$ cat src/ohpc_pkg.sv
`timescale 1ns / 1ps

package ohpc_pkg;

  // Default table geometry.
  localparam int DEF_MAX_SLOTS = 1024;
  localparam int DEF_MAX_IDS   = 1024;

  // Fixed field widths of the ports.
  localparam int TABLE_SIZE_W   = 11;
  localparam int PROBE_STEP_W   = 10;
  localparam int ID_FIELD_W     = 10;
  localparam int HASH_FIELD_W   = 10;
  localparam int PASSED_FIELD_W = 10;
  localparam int SLOT_FIELD_W   = 10;
  localparam int TOTAL_W        = 40;
  localparam int CFG_INDEX_W    = 1;
  localparam int CFG_DATA_W     = 11;

  // Register reset values and limits.
  localparam logic [TABLE_SIZE_W-1:0] TABLE_SIZE_RESET = 11'd1024;
  localparam logic [PROBE_STEP_W-1:0] PROBE_STEP_RESET = 10'd1;
  localparam int MIN_SIZE  = 2;
  localparam int FIELD_MAX = (1 << PASSED_FIELD_W) - 1;

  // Depth of the queue between the front and the back.
  localparam int QUEUE_DEPTH = 2;

  typedef enum logic [CFG_INDEX_W-1:0] {
    CFG_TABLE_SIZE = 1'b0,
    CFG_PROBE_STEP = 1'b1
  } cfg_reg_t;

  typedef enum logic {
    OP_INSERT = 1'b0,
    OP_DELETE = 1'b1
  } op_t;

  typedef enum logic [1:0] {
    ST_OK       = 2'd0,
    ST_FULL     = 2'd1,
    ST_BAD_HASH = 2'd2,
    ST_BAD_ID   = 2'd3
  } status_t;

  typedef enum logic [1:0] {
    KIND_INSERT = 2'd0,
    KIND_DELETE = 2'd1,
    KIND_REJECT = 2'd2
  } kind_t;

  // A classified word as it travels from the front to the back.
  typedef struct packed {
    kind_t                   kind;
    status_t                 status;
    logic [ID_FIELD_W-1:0]   id;
    logic [HASH_FIELD_W-1:0] hash;
  } item_t;

  // One finished result word.
  typedef struct packed {
    logic [PASSED_FIELD_W-1:0] probes_passed;
    logic [SLOT_FIELD_W-1:0]   slot;
    status_t                   status;
    logic [TOTAL_W-1:0]        total;
  } result_t;

endpackage

$ cat src/ohpc_step_mod.sv
`timescale 1ns / 1ps

module ohpc_step_mod #(
  parameter int SZ_W   = 11,
  parameter int SLOT_W = 10
) (
  input  logic                                clk,
  input  logic                                rst,
  input  logic                                start,
  input  logic [ohpc_pkg::PROBE_STEP_W-1:0]   probe_step,
  input  logic [SZ_W-1:0]                     eff_size,
  output logic [SLOT_W-1:0]                   step,
  output logic                                busy
);

  localparam int DW    = ohpc_pkg::PROBE_STEP_W;
  localparam int CNT_W = $clog2(DW);
  localparam int REM_W = SZ_W + 1;

  logic [CNT_W-1:0] cnt;
  logic [REM_W-1:0] rem;
  logic [REM_W-1:0] rem_shift;
  logic [REM_W-1:0] rem_next;

  // Restoring remainder, one dividend bit per cycle, most significant first.
  always_comb begin
    rem_shift = {rem[REM_W-2:0], probe_step[CNT_W'(DW-1) - cnt]};
    if (rem_shift >= REM_W'(eff_size)) begin
      rem_next = rem_shift - REM_W'(eff_size);
    end else begin
      rem_next = rem_shift;
    end
  end

  always_ff @(posedge clk) begin
    if (rst || start) begin
      busy <= 1'b1;
      cnt  <= '0;
      rem  <= '0;
    end else if (busy) begin
      rem <= rem_next;
      cnt <= cnt + 1'b1;
      if (cnt == CNT_W'(DW-1)) begin
        busy <= 1'b0;
      end
    end
  end

  assign step = SLOT_W'(rem);

endmodule

$ cat config.mk
export PLATFORM = sky130hd
export DESIGN_NAME = ohpc_step_mod
export DESIGN_NICKNAME = d
export VERILOG_FILES = /design/src/ohpc_pkg.sv /design/src/ohpc_step_mod.sv
export SDC_FILE = /design/constraint.sdc
export NUM_CORES = 1
export LEC_CHECK = 0
export BUFFER_PORTS_ARGS = -buffer_cell sky130_fd_sc_hd__buf_4
export CORE_MARGIN = 2
export CORE_UTILIZATION = 45
export DETAILED_ROUTE_END_ITERATION = 7
export GPL_ROUTABILITY_DRIVEN = 0
export PLACE_DENSITY = 0.66
export SYNTH_ARGS = -nofsm -noshare
export SYNTH_HDL_FRONTEND = slang
export SYNTH_SLANG_ARGS = --single-unit
$ cat constraint.sdc
create_clock -name clk -period 3.8 [get_ports clk]
set_clock_uncertainty 0.1 [all_clocks]
set_input_delay 0.38 -clock clk [delete_from_list [all_inputs] [get_ports clk]]
set_output_delay 0.38 -clock clk [all_outputs]
set_load 0.05 [all_outputs]
=== After elaboration in Yosys (flattened, before gate mapping) ===
Cells that the tools add are included.

* Register bits after elaboration: 16
* Input bits: 24
* Word-level logic and storage cells: 15

* $add $sub $neg: 3
* $lt $le $gt $ge: 2
* Eq/ne operators: 1
* Mux-type cells: 5
* Reduce and logical (&&, ||, !) cells: 1

{| class="wikitable"
|+ Operators by type and width
! operator !! number
|-
| $ge 12x11->1 || 1
|-
| $mux 11 || 1
|-
| $sub 11x11->11 || 1
|-
| $lt 4x5->1 const B || 1
|-
| $add 4x1->4 const B || 1
|-
| $bmux 1 s4 || 1
|-
| $eq 4x4->1 const B || 1
|-
| $sub 4x4->4 const A || 1
|-
| $mux 1 || 3
|-
| $logic_or 1x1->1 || 1
|}

=== Longest topological paths before layout ===
* Depth after elaboration: 5
* Gate-level depth with buffers: 16

=== Worst setup path before layout ===
No wires, ideal clock.

* Path kind: register -> register
* Start point: reg cnt[1]
* End point: reg rem[8]
* Data arrival time: 2.924 ns
* Slack: 0.645 ns
* Cell stages (with the launch flop): 16
* Buffers on the path: 1
* Path through: dfxtp_1 > inv_1 > ha_1 > mux4_2 > a21oi_1 > nor2_1 > a31oi_1 > ha_1 > fa_1 > nand2b_1 > a21oi_2 > o21ai_2 > a31oi_4 > buf_6 > mux2i_1 > a21oi_1

* Word-level cells in the longest chain between the ends: 5
* Elaborated cells on any way between the ends: 6
* Those cells by class: add/sub (2); order compare (1); mux (3)

{| class="wikitable"
|+ Ends and longest elaborated chain
! element !! line !! RTL
|-
| start, declared || ohpc_step_mod.sv:20 || <nowiki>logic [CNT_W-1:0] cnt;</nowiki>
|-
| start signal, assigned || ohpc_step_mod.sv:42 || <nowiki>cnt <= cnt + 1'b1;</nowiki>
|-
| $sub 4x4->4 (*) || ohpc_step_mod.sv:27 || <nowiki>rem_shift = {rem[REM_W-2:0], probe_step[CNT_W'(DW-1) - cnt]};</nowiki>
|-
| $bmux 1 s4 (*) || ohpc_step_mod.sv:27 ||
|-
| $mux 1 (not written as such) (*) || ohpc_step_mod.sv:27 ||
|-
| $sub 11x11->11 / $ge 12x11->1 (equally long branches) || ohpc_step_mod.sv:29, ohpc_step_mod.sv:28 ||
|-
| $mux 11 (*) || ohpc_step_mod.sv:28 || <nowiki>if (rem_shift >= REM_W'(eff_size)) begin</nowiki>
|-
| end signal, assigned || ohpc_step_mod.sv:41 || <nowiki>rem <= rem_next;</nowiki>
|-
| end, declared || ohpc_step_mod.sv:21 || <nowiki>logic [REM_W-1:0] rem;</nowiki>
|}

Every way passes the cells marked *; elsewhere a longest branch is shown, timed or not. The select of a mux whose other input is x is not followed.
A chain may end at the register's enable or synchronous reset.

=== Worst setup path in the final report ===
* Start point: reg cnt[1]
* End point: reg rem[0]

The elaborated chain is that of the path after synthesis.

==> impl_metrics.csv <==
group,metric,value,unit
run_status,status,"complete, no violations",
timing,fin_crit_sh,88.68,%
logic_synthesis,synth_mux_area_share,7.635,%
floorplanning,core-area,3284,um^2
clock_network,cts_tree,"done",
routing,viasPerCell,5.315,
routing,ant_nets,0,
logic_synthesis,synth_cell_types,47,
critical_path,crit_path_top_delay_cell,"dfxtp_1",
place,port-buffer-count,34,
critical_path,cp.arrival,3450,ps
run,max_cap_viol_count,0,
routing,wirelength,3318,um
floorplanning,io_pins,35,
logic_synthesis,ys_seq_area_share,21.24,%
logic_synthesis,synth-edff-count,0,
logic_synthesis,synthSimpleGateAreaFrac,13.78,%
critical_path,cp_common_cell,"ha_1",
clock_network,numCtsBuffers,3,
logic_synthesis,yosys_warnings,0,
grt,grt_use_total,19.04,%
timing,fmax,296.7,MHz
final_layout,fin_util,54.59,%
logic_synthesis,synth_adder_area_share,12.95,%
logic_synthesis,synth_flop_cell,"dfxtp_1",
final_layout,n_antenna_cell,0,
critical_path,cpPeakStageDelay,420,ps
logic_synthesis,synth_area,1508,um^2
timing,period_minus_slack,3370,ps
logic_synthesis,synth_cells,179,
timing,grt_setup_unrepaired,"no",
clock_network,path_clk_slew,100,ps
critical_path,required,3880,ps
grt,grt.overflow.total,0,
critical_path,worstSetupEndpointType,"flip-flop",
min_path,hold_class,"in2reg",
logic_synthesis,synth-compound-area-share,25.89,%
routing,initialDrtViolationCount,36,
timing,fin_setup_tns,0,ps
clock_network,clockRootBuffer,"clkbuf_4",
final_layout,post_route_cells_drive_above_1_share,28.29,%
grt,grt_antenna_before_repair,0,
timing,maxSlewViolCount,0,
floorplanning,die_w,61.88,um
timing,setup_violations,0,
logic_synthesis,syn_area_per_cell,8.423,um^2
logic_synthesis,synth_top_family_by_area,"compound AO/OA/AOI/OAI gates",
routing,wl_per_cell,13.22,um
critical_path,crit_path_start_kind,"flip-flop",
routing,firstDrtPassIters,4,
final_layout,layout_commonest_cell,"buf_4",
floorplanning,num_rows,21,
final_layout,mostFrequentLayoutCells,"buf_4 (38), nor2_1 (16), dfxtp_1 (16)",
grt,grt_max_degree,25,
routing,vias,1334,
timing,hold_violations,0,
grt,grt_pass1_wl,5430,um
timing,tightest_slew,812.5,ps
floorplanning,start_util,45.90,%
clock_network,h-tree-depth,1,
clock_network,cts.path.max_buffers,2,
final_layout,fin_nets,245,
clock_network,cts.sinks,16,
timing,max_slew_margin,45.63,%
logic_synthesis,synth_fp_nets,218,
clock_network,clock_latency,290,ps
critical_path,worst-path-max-fanout,15,
floorplanning,die_area,3829,um^2
logic_synthesis,synth-xor-area-share,6.971,%
power_and_ir_drop,p_leak,0.0007960,uW
power_and_ir_drop,vdd_drop_max,208.0,uV
final_layout,synthToLayoutAreaGrowth,18.92,%
grt,grt_pass1_vias,1235,
power_and_ir_drop,power.density,211.8,nW/um^2
critical_path,cp_cell_sequence,"inv_1 > ha_1 > mux4_2 > a21oi_1 > nor2_1 > a31oi_1 > ha_1 > fa_1 > nand2b_1 > a21oi_2 > o21ai_2 > a31oi_4 > buf_12 > buf_4 > a32oi_1 > o41ai_2",
routing,route.detailed.drc,0,
place,dpl.hpwl,2645,um
floorplanning,dieHeight,61.88,um
logic_synthesis,async_flop_share,0,%
critical_path,worst-setup-path-type,"reg2reg",
logic_synthesis,ys_ff_latch,16,
-- synthesized netlist by cell type, types with 2 or more instances --
cell type / count / area (um^2)
nor2b_1: 2 / 12.51
a31oi_1: 5 / 31.28
o21ai_0: 14 / 70.07
nand2b_1: 2 / 12.51
dfxtp_1: 16 / 320.3
o31ai_1: 2 / 15.01
ha_1: 14 / 175.2
a21oi_2: 3 / 26.28
nor3_1: 2 / 10.01
a21oi_1: 10 / 50.05
and2_1: 2 / 12.51
o32a_2: 2 / 22.52
o21ai_1: 2 / 10.01
nand3_1: 4 / 20.02
nand2_2: 2 / 12.51
xnor2_1: 7 / 61.31
xor2_1: 5 / 43.79
buf_4: 10 / 75.07
a31oi_4: 2 / 42.54
inv_1: 15 / 56.30
mux4_2: 2 / 45.04
nand2_1: 7 / 26.28
nor2_1: 16 / 60.06
buf_2: 3 / 15.01
mux2i_1: 7 / 70.07
clkbuf_1: 2 / 7.510
-- state kept, by name, summed over array words and instances, names as in the netlist --
register and count:
rem 11, cnt 4, busy 1
-- worst paths after layout --
check,start,to,slack [ps],cells after the start
setup / recovery,cnt[1],rem[0],430,16
hold / removal,rst,busy,390,3
setup reg to reg,cnt[1],rem[0],430,16
hold reg to reg,rem[5],rem[6],480,1
-- layout make-up --
class	count	area (um^2)
Fill cell	308	1491
Multi-Input combinational cell	130	1013
Sequential cell	16	320.3
Timing Repair Buffer	39	305.3
Inverter	16	60.06
Tap cell	46	57.56
Clock buffer	4	36.28
-- routing by layer --
layer  up-vias  track usage [%]  routed length [um]
met2        30            32.63                1612
met4         0            3.951                  35
met1       619            24.40                1511
met3         4            4.555                 159
met5         -                0                   0
li1        681                -                   -
-- timing repair --
item	CTS	global route
endpoints found under the setup margin	0	3
resized for setup	0	0
hold buffers	0	0
hold endpoints to repair	0	0
setup buffers	0	2
-- critical path, delay by kind of cell, from the launching register on --
family | cells | cell delay [ps]
compound gates | 7 | 1050
fa+ha+maj | 3 | 790
flops | 1 | 420
buf+inv | 3 | 380
mux | 1 | 290
simple gates | 2 | 230
-- through the flow --
| step | setup slack, ps | hold WS, ps | std cells | power, uW | area (um^2) |
|---|---|---|---|---|---|
| after floorplan | 645.4 | 391.6 | 179 | 236.4 | 1508 |
| after global placement | 385.6 | 451.5 | 245 | 264.1 | 1729 |
| after detailed placement | 282.8 | 455.8 | 245 | 266.8 | 1729 |
| after CTS | 261.8 | 368.6 | 249 | 382.0 | 1765 |
| after global routing | 178.0 | 426.7 | 251 | 401.5 | 1793 |
| final | 430.0 | 394.3 | 251 | 379.7 | 1793 |
-- power by group --
part	internal, uW	switching, uW
combinational	45.2	45.8
clock	58.4	57.9
sequential	170	2.84
total	273	106
-- logic make-up (layout without fill, tap and decap cells) --
kind of cell,Yosys count,count (layout)
compound gates,51,51
simple gates,43,43
buf+inv,33,59
flops,16,16
fa+ha+maj,15,15
xor+xnor,12,12
mux,9,9
No activity file was read; power rests on OpenSTA's default activity.
