[src/ohpc_pkg.sv]
`timescale 1ns / 1ps

package ohpc_pkg;

  // Default table geometry.
  localparam int DEF_MAX_SLOTS = 1024;
  localparam int DEF_MAX_IDS   = 1024;

  // Fixed field widths of the ports.
  localparam int TABLE_SIZE_W   = 11;
  localparam int PROBE_STEP_W   = 10;
  localparam int ID_FIELD_W     = 10;
  localparam int HASH_FIELD_W   = 10;
  localparam int PASSED_FIELD_W = 10;
  localparam int SLOT_FIELD_W   = 10;
  localparam int TOTAL_W        = 40;
  localparam int CFG_INDEX_W    = 1;
  localparam int CFG_DATA_W     = 11;

  // Register reset values and limits.
  localparam logic [TABLE_SIZE_W-1:0] TABLE_SIZE_RESET = 11'd1024;
  localparam logic [PROBE_STEP_W-1:0] PROBE_STEP_RESET = 10'd1;
  localparam int MIN_SIZE  = 2;
  localparam int FIELD_MAX = (1 << PASSED_FIELD_W) - 1;

  // Depth of the queue between the front and the back.
  localparam int QUEUE_DEPTH = 2;

  typedef enum logic [CFG_INDEX_W-1:0] {
    CFG_TABLE_SIZE = 1'b0,
    CFG_PROBE_STEP = 1'b1
  } cfg_reg_t;

  typedef enum logic {
    OP_INSERT = 1'b0,
    OP_DELETE = 1'b1
  } op_t;

  typedef enum logic [1:0] {
    ST_OK       = 2'd0,
    ST_FULL     = 2'd1,
    ST_BAD_HASH = 2'd2,
    ST_BAD_ID   = 2'd3
  } status_t;

  typedef enum logic [1:0] {
    KIND_INSERT = 2'd0,
    KIND_DELETE = 2'd1,
    KIND_REJECT = 2'd2
  } kind_t;

  // A classified word as it travels from the front to the back.
  typedef struct packed {
    kind_t                   kind;
    status_t                 status;
    logic [ID_FIELD_W-1:0]   id;
    logic [HASH_FIELD_W-1:0] hash;
  } item_t;

  // One finished result word.
  typedef struct packed {
    logic [PASSED_FIELD_W-1:0] probes_passed;
    logic [SLOT_FIELD_W-1:0]   slot;
    status_t                   status;
    logic [TOTAL_W-1:0]        total;
  } result_t;

endpackage

[src/ohpc_front.sv]
`timescale 1ns / 1ps

module ohpc_front #(
  parameter int MAX_IDS = ohpc_pkg::DEF_MAX_IDS,
  parameter int SZ_W    = 11
) (
  input  logic                                 clk,
  input  logic                                 rst,
  input  logic                                 push,
  output logic                                 full,
  input  logic                                 op,
  input  logic [ohpc_pkg::ID_FIELD_W-1:0]      id,
  input  logic [ohpc_pkg::HASH_FIELD_W-1:0]    hash,
  input  logic [SZ_W-1:0]                      eff_size,
  input  logic                                 hold,
  output logic                                 q_valid,
  output ohpc_pkg::item_t                      q_item,
  input  logic                                 q_pop
);

  localparam int QD   = ohpc_pkg::QUEUE_DEPTH;
  localparam int QP_W = $clog2(QD);

  ohpc_pkg::item_t q_mem [QD];
  ohpc_pkg::item_t item_in;
  logic [QP_W-1:0] wr_ptr;
  logic [QP_W-1:0] rd_ptr;
  logic [QP_W:0]   count;
  logic            accept;
  logic            id_ok;
  logic            hash_ok;

  assign full   = hold || (count == (QP_W+1)'(QD));
  assign accept = push && !full;

  assign id_ok   = 32'(id) < MAX_IDS;
  assign hash_ok = 32'(hash) < 32'(eff_size);

  // Sort each word into the work the back has to do, or a rejection.
  always_comb begin
    item_in.id     = id;
    item_in.hash   = hash;
    item_in.status = ohpc_pkg::ST_OK;
    item_in.kind   = ohpc_pkg::KIND_INSERT;
    if (ohpc_pkg::op_t'(op) == ohpc_pkg::OP_DELETE) begin
      if (id_ok) begin
        item_in.kind = ohpc_pkg::KIND_DELETE;
      end else begin
        item_in.kind   = ohpc_pkg::KIND_REJECT;
        item_in.status = ohpc_pkg::ST_BAD_ID;
      end
    end else if (!hash_ok) begin
      item_in.kind   = ohpc_pkg::KIND_REJECT;
      item_in.status = ohpc_pkg::ST_BAD_HASH;
    end else if (!id_ok) begin
      item_in.kind   = ohpc_pkg::KIND_REJECT;
      item_in.status = ohpc_pkg::ST_BAD_ID;
    end
  end

  always_ff @(posedge clk) begin
    if (rst) begin
      wr_ptr <= '0;
      rd_ptr <= '0;
      count  <= '0;
    end else begin
      if (accept) begin
        wr_ptr <= wr_ptr + 1'b1;
      end
      if (q_pop) begin
        rd_ptr <= rd_ptr + 1'b1;
      end
      count <= count + (QP_W+1)'(accept) - (QP_W+1)'(q_pop);
    end
  end

  always_ff @(posedge clk) begin
    if (accept) begin
      q_mem[wr_ptr] <= item_in;
    end
  end

  assign q_valid = (count != '0);
  assign q_item  = q_mem[rd_ptr];

endmodule

[config.mk]
export PLATFORM = sky130hd
export DESIGN_NAME = ohpc_front
export DESIGN_NICKNAME = d
export VERILOG_FILES = /design/src/ohpc_pkg.sv /design/src/ohpc_front.sv
export SDC_FILE = /design/constraint.sdc
export NUM_CORES = 1
export LEC_CHECK = 0
export BUFFER_PORTS_ARGS = -buffer_cell sky130_fd_sc_hd__buf_4
export CAP_MARGIN = 20
export CELL_PAD_IN_SITES_DETAIL_PLACEMENT = 1
export CELL_PAD_IN_SITES_GLOBAL_PLACEMENT = 1
export CORE_MARGIN = 2
export CORE_UTILIZATION = 41
export DETAILED_ROUTE_END_ITERATION = 6
export PLACE_DENSITY_LB_ADDON = 0.1
export SYNTH_ARGS = -nofsm -noshare
export SYNTH_HDL_FRONTEND = slang
export SYNTH_SLANG_ARGS = --single-unit
[constraint.sdc]
create_clock -name clk -period 2.6 [get_ports clk]
set_clock_uncertainty 0.15 [all_clocks]
set_input_delay 0 -clock clk [delete_from_list [all_inputs] [get_ports clk]]
set_output_delay 0 -clock clk [all_outputs]
set_load 0.01 [all_outputs]
After elaboration in Yosys (flattened, before gate mapping)
Memories as Yosys holds them, arrays and structs flattened. A register that Yosys moved wholly into a read port is not among the register bits.
Cells that the tools add are included.
{"block": "word_totals", "inputBits": 37, "memories": 1, "elab_cells": 20, "reg_bits": 4, "output_inout_bits": 26, "mem_bits_rw": 48}
{"block": "classes", "reduce_logical": 4, "add_sub_neg": 4, "order_cmp": 1, "eq_ne": 1, "muxes": 6}
{"memory": "q_mem", "depth": 2, "width": 24, "rd": 1, "rd_ports_with_merged_regs": 1, "write_ports": 1, "line": "ohpc_front.sv:24", "text": "ohpc_pkg::item_t q_mem [QD];"}
{"cell": "10-bit by 11-bit < comparator with 1-bit output", "count": 1}
{"cell": "4-bit 2-to-1 mux", "count": 2}
{"cell": "1-bit 2-to-1 mux", "count": 4}
{"cell": "1-bit adder, second input constant", "count": 2}
{"cell": "2-bit by 1-bit adder with 2-bit output", "count": 1}
{"cell": "2-bit == test, second input constant", "count": 1}
{"cell": "2-bit nonzero test", "count": 1}
{"cell": "2-bit by 1-bit subtractor with 2-bit output", "count": 1}
{"cell": "1-bit logical AND", "count": 1}
{"cell": "1-bit logical NOT", "count": 1}
{"cell": "1-bit logical OR", "count": 1}

Longest topological paths before layout
{"block": "logic_depth", "depth_word": 6, "depth_mapped": 8, "mapped_depth_nobuf": 8}

Least setup slack after synthesis
Ideal clock, no wire load.
{"block": "synth_timing", "path_type": "register to register", "start": "reg count[0]", "end": "mem q_mem[0][0] (netlist bit) (enable)", "n_path_buf": 0, "slack_ns": 0.612, "arrival_ns": 1.437, "path_stages_with_launch": 3, "setup_time_ns": 0.401, "synth_period_minus_slack_ns": 1.988, "required_time_ns": 2.049, "cell_sequence": "dfxtp_1 o211ai_4 nor2_1"}
{"block": "synth_between", "elab_chain_len": 6}
{"item": "start: declaration", "line": "ohpc_front.sv:28", "text": "logic [QP_W:0] count;"}
{"item": "start signal: assignment", "line": "ohpc_front.sv:73", "text": "count <= count + (QP_W+1)'(accept) - (QP_W+1)'(q_pop);"}
{"item": "2-bit == test", "line": "ohpc_front.sv:33", "text": "assign full = hold || (count == (QP_W+1)'(QD));"}
{"item": "1-bit logical OR", "line": "ohpc_front.sv:33"}
{"item": "1-bit logical NOT", "line": "ohpc_front.sv:34", "text": "assign accept = push && !full;"}
{"item": "1-bit logical AND", "line": "ohpc_front.sv:34"}
{"item": "1-bit 2-to-1 mux", "line": "ohpc_front.sv:78", "text": "if (accept) begin"}
{"item": "1-bit 2-to-1 mux (not written as such)", "line": "ohpc_front.sv:79", "text": "q_mem[wr_ptr] <= item_in;"}
{"item": "end: declaration", "line": "ohpc_front.sv:24"}
No other way between the ends.

Worst setup path in the final report
{"block": "layout_timing", "start": "reg count[1]", "end": "reg count[1]"}
{"block": "layout_between", "elab_chain_len": 6}
{"item": "2-bit == test", "line": "ohpc_front.sv:33"}
{"item": "1-bit logical OR", "line": "ohpc_front.sv:33"}
{"item": "1-bit logical NOT", "line": "ohpc_front.sv:34"}
{"item": "1-bit logical AND", "line": "ohpc_front.sv:34"}
{"item": "2-bit by 1-bit adder with 2-bit output *", "line": "ohpc_front.sv:73"}
{"item": "2-bit by 1-bit subtractor with 2-bit output *", "line": "ohpc_front.sv:73"}
Mark *: on every way between the ends. The rest lies on a longest branch, timed or not.
A chain may end at the register's enable or synchronous reset.

==> key figures <==
Status
  • Status: complete, no violations

Clocking
  • Hold-fix buffers, CTS: 25
  • Worst-case clock buffer depth: 2
  • CTS sink cnt: 49
  • Insertion delay of the later-clocked pin in the worst-skew pair: 290 ps
  • Cell at the root of the clock tree: sky130_fd_sc_hd__clkbuf_8
  • Buffers inserted by post-CTS timing repair: 0
  • TritonCTS clock tree: done
  • TritonCTS Buffers: 5
  • Clock-pin transition on the worst setup and hold timing paths: 80 ps
  • Count of H-tree levels built during CTS: 2
  • Post-CTS resize count: 0

Logic synthesis
  • Number of nets produced by synthesis: 178
  • Sequential element share of the synthesized area: 68.7%
  • Synthesized area: 2070 um2
  • Unique cell type count in the Yosys netlist: 19
  • Number of flip-flops and latches in the synthesized netlist: 49
  • Ys Warns: 0
  • Synth Instances: 130
  • Average instance area after synthesis: 15.9 um2

Final layout
  • Filler Cells Inserted: 491
  • Area of the multi-input gates: 573 um2
  • Final net count: 270
  • Ant. Diodes: 0
  • Utilization after layout: 61.4%
  • Share of layout cells above drive strength 1: 43.0%
  • Layout area overhead: 42.0%
  • Reg area: 1420 um2

Power
  • Pwr Density: 586 nW/um2
  • Worst IR Drop VDD: 0.000334 V
  • Leakage power total: 1.20 nW
  • Post-layout total power: 0.00172 W

Placement
  • Estimated wirelength of the detail-placed design: 3.11 mm
  • Count of port buffers added during placement: 61
  • Place WS: 833 ps
  • Weighted congestion at the end of routability-driven global placement: 0.719

Flow run
  • Number of violations of the max-capacitance limit: 0

Critical path
  • Sort of element at the end of the critical path: flip-flop
  • Crit Path Category: reg2reg
  • Largest driver fanout on the critical path: 4
  • Endpoint required time on the critical path: 2640 ps
  • Data arrival time of the critical path: 1840 ps
  • Startpoint type of the worst setup path: flip-flop

Detailed routing
  • DRC: 0
  • Number of vias in the routed layout: 1357
  • ANT nets after route: 0
  • Number of DRC violations after detailed-routing iteration 0: 46
  • Ratio of routed vias to standard cells: 4.68
  • Total Routed Length: 4.66 mm
  • Number of detailed-routing iterations run before antenna repair: 4
  • Routed WL per cell: 16.1 um

Global route
  • Number of global-route vias before repair: 1473
  • Wire length of the first global-routing pass: 7.15 mm
  • Overflow left after global routing: 0
  • Antenna violations before repair: 0
  • Maximum number of pins on one net before global-route repair: 23
  • Global router's overall resource usage: 17.8%

STA
  • Setup repair after global routing missed its margin: no
  • Post-layout minimum cycle time: 1800 ps
  • Hold Vio Cnt, Final: 0
  • Final critical-path share of the clock period: 69.2%
  • Final WS setup: 801 ps
  • Setup Total Neg Slack: 0 ps
  • Max-slew violation total from the final report: 0
  • F_max: 556 MHz
  • Final setup violation count: 0

Hold path
  • Worst hold path type: in2reg

Floorplanning
  • Effective utilization at floorplan: 43.2%
  • Count of standard-cell rows: 25
  • Count of boundary I/O pins: 63
  • Y dimension of the die: 75.0 um
  • CORE AREA: 4790 um2
  • DIE WIDTH: 75.0 um
  • Die ar.: 5630 um2
-- critical path, stage by stage, from the launching register on --
cell and delay [ps]:
sky130_fd_sc_hd__dfxtp_1 360, sky130_fd_sc_hd__inv_2 70, sky130_fd_sc_hd__o211ai_4 250, sky130_fd_sc_hd__ha_1 300, sky130_fd_sc_hd__inv_1 80, sky130_fd_sc_hd__ha_1 160, sky130_fd_sc_hd__xnor2_1 140, sky130_fd_sc_hd__xnor2_1 140
sky130_fd_sc_hd__nor2_1 50
-- cell usage after synthesis --
master	instances	share of area, %
sky130_fd_sc_hd__ha_1	11	6.7
sky130_fd_sc_hd__a21oi_1	5	1.2
sky130_fd_sc_hd__o211ai_4	1	1.0
sky130_fd_sc_hd__conb_1	1	0.18
sky130_fd_sc_hd__edfxtp_1	44	64
sky130_fd_sc_hd__inv_1	12	2.2
sky130_fd_sc_hd__nor2_1	8	1.5
sky130_fd_sc_hd__or2_2	1	0.30
sky130_fd_sc_hd__mux2_2	22	12
sky130_fd_sc_hd__o32ai_1	1	0.42
sky130_fd_sc_hd__nor2b_1	2	0.60
sky130_fd_sc_hd__nand2_1	3	0.54
sky130_fd_sc_hd__o21ai_0	3	0.73
sky130_fd_sc_hd__dfxtp_1	5	4.8
sky130_fd_sc_hd__xnor2_1	4	1.7
sky130_fd_sc_hd__buf_4	4	1.5
sky130_fd_sc_hd__a21o_1	1	0.36
sky130_fd_sc_hd__nand4_1	1	0.30
sky130_fd_sc_hd__inv_2	1	0.18
-- metrics by stage --
| stage | area [um2] | hold WS, ps | cells |
|---|---|---|---|
| global placement | 2610 | 36.5 | 257 |
| detailed placement | 2610 | 39.4 | 257 |
| finish | 2940 | 223 | 290 |
| floorplan | 2070 | -78.4 | 130 |
| global route | 2940 | 248 | 290 |
| CTS | 2940 | 213 | 290 |
-- placed cells by master, fill, tap and decap left out --
cell	n
sky130_fd_sc_hd__mux2_2	22
sky130_fd_sc_hd__dfxtp_1	5
sky130_fd_sc_hd__nand4_1	1
sky130_fd_sc_hd__nor2_2	2
sky130_fd_sc_hd__nand2_1	3
sky130_fd_sc_hd__dlygate4sd3_1	25
sky130_fd_sc_hd__clkbuf_8	5
sky130_fd_sc_hd__nor2_1	6
sky130_fd_sc_hd__inv_2	1
sky130_fd_sc_hd__nor2b_1	2
sky130_fd_sc_hd__o211ai_4	1
sky130_fd_sc_hd__a21o_1	1
sky130_fd_sc_hd__buf_4	64
sky130_fd_sc_hd__o32ai_1	1
sky130_fd_sc_hd__edfxtp_1	44
sky130_fd_sc_hd__conb_1	1
sky130_fd_sc_hd__ha_1	11
sky130_fd_sc_hd__xnor2_1	4
sky130_fd_sc_hd__clkbuf_1	3
sky130_fd_sc_hd__or2_2	1
sky130_fd_sc_hd__a21oi_1	5
sky130_fd_sc_hd__inv_1	12
sky130_fd_sc_hd__o21ai_0	3
-- per-layer routing --
layer / wire (um) / GRT usage [%] / vias up
met5: 0 / 0 / -
met4: 40 / 4.17 / 0
met3: 222 / 4.55 / 6
met2: 2690 / 35.6 / 40
met1: 1710 / 18.3 / 663
li1: - / - / 648
-- report_power, final --
| group | switching, W | internal [W] | leakage, nW |
|---|---|---|---|
| clock network | 0.000231 | 0.000191 | 0.0395 |
| logic | 0.000166 | 0.000199 | 0.711 |
| registers | 0.0000188 | 0.000914 | 0.445 |
-- kinds of logic after synthesis --
family	after synthesis	synth area share [%]
AOI/OAI and AO/OA	11	3.75
xor gates and xnor gates	4	1.69
adders and majority gates	11	6.65
buffers and inverters	17	3.81
DFF	49	68.7
muxes	22	12.0
other	1	0.181
and+or+nand+nor	15	3.21
-- path summary, 6_finish.rpt --
check	depth (start not counted)	to	startpoint	slack, ps
worst max register to register	8	count[1]	count[1]	800
worst min register to register	2	flip-flop	rd_ptr	390
worst max-delay path	8	count[1]	count[1]	800
worst min-delay path	5	q_mem[1][21]	eff_size[9]	220
-- state kept, by name, summed over array words and instances, names as in the netlist, named ones only --
register  cells
rd_ptr        1
wr_ptr        1
q_mem        44
count         2
-- cell type report --
class / instances / share of cell area, %
repair buffers: 89 / 24.9
multi-input cells: 64 / 19.5
well taps: 67 / 2.85
inverters: 13 / 1.66
clock buffers: 8 / 2.73
flip-flops and latches: 49 / 48.4
(Power assumes the default switching activity.)
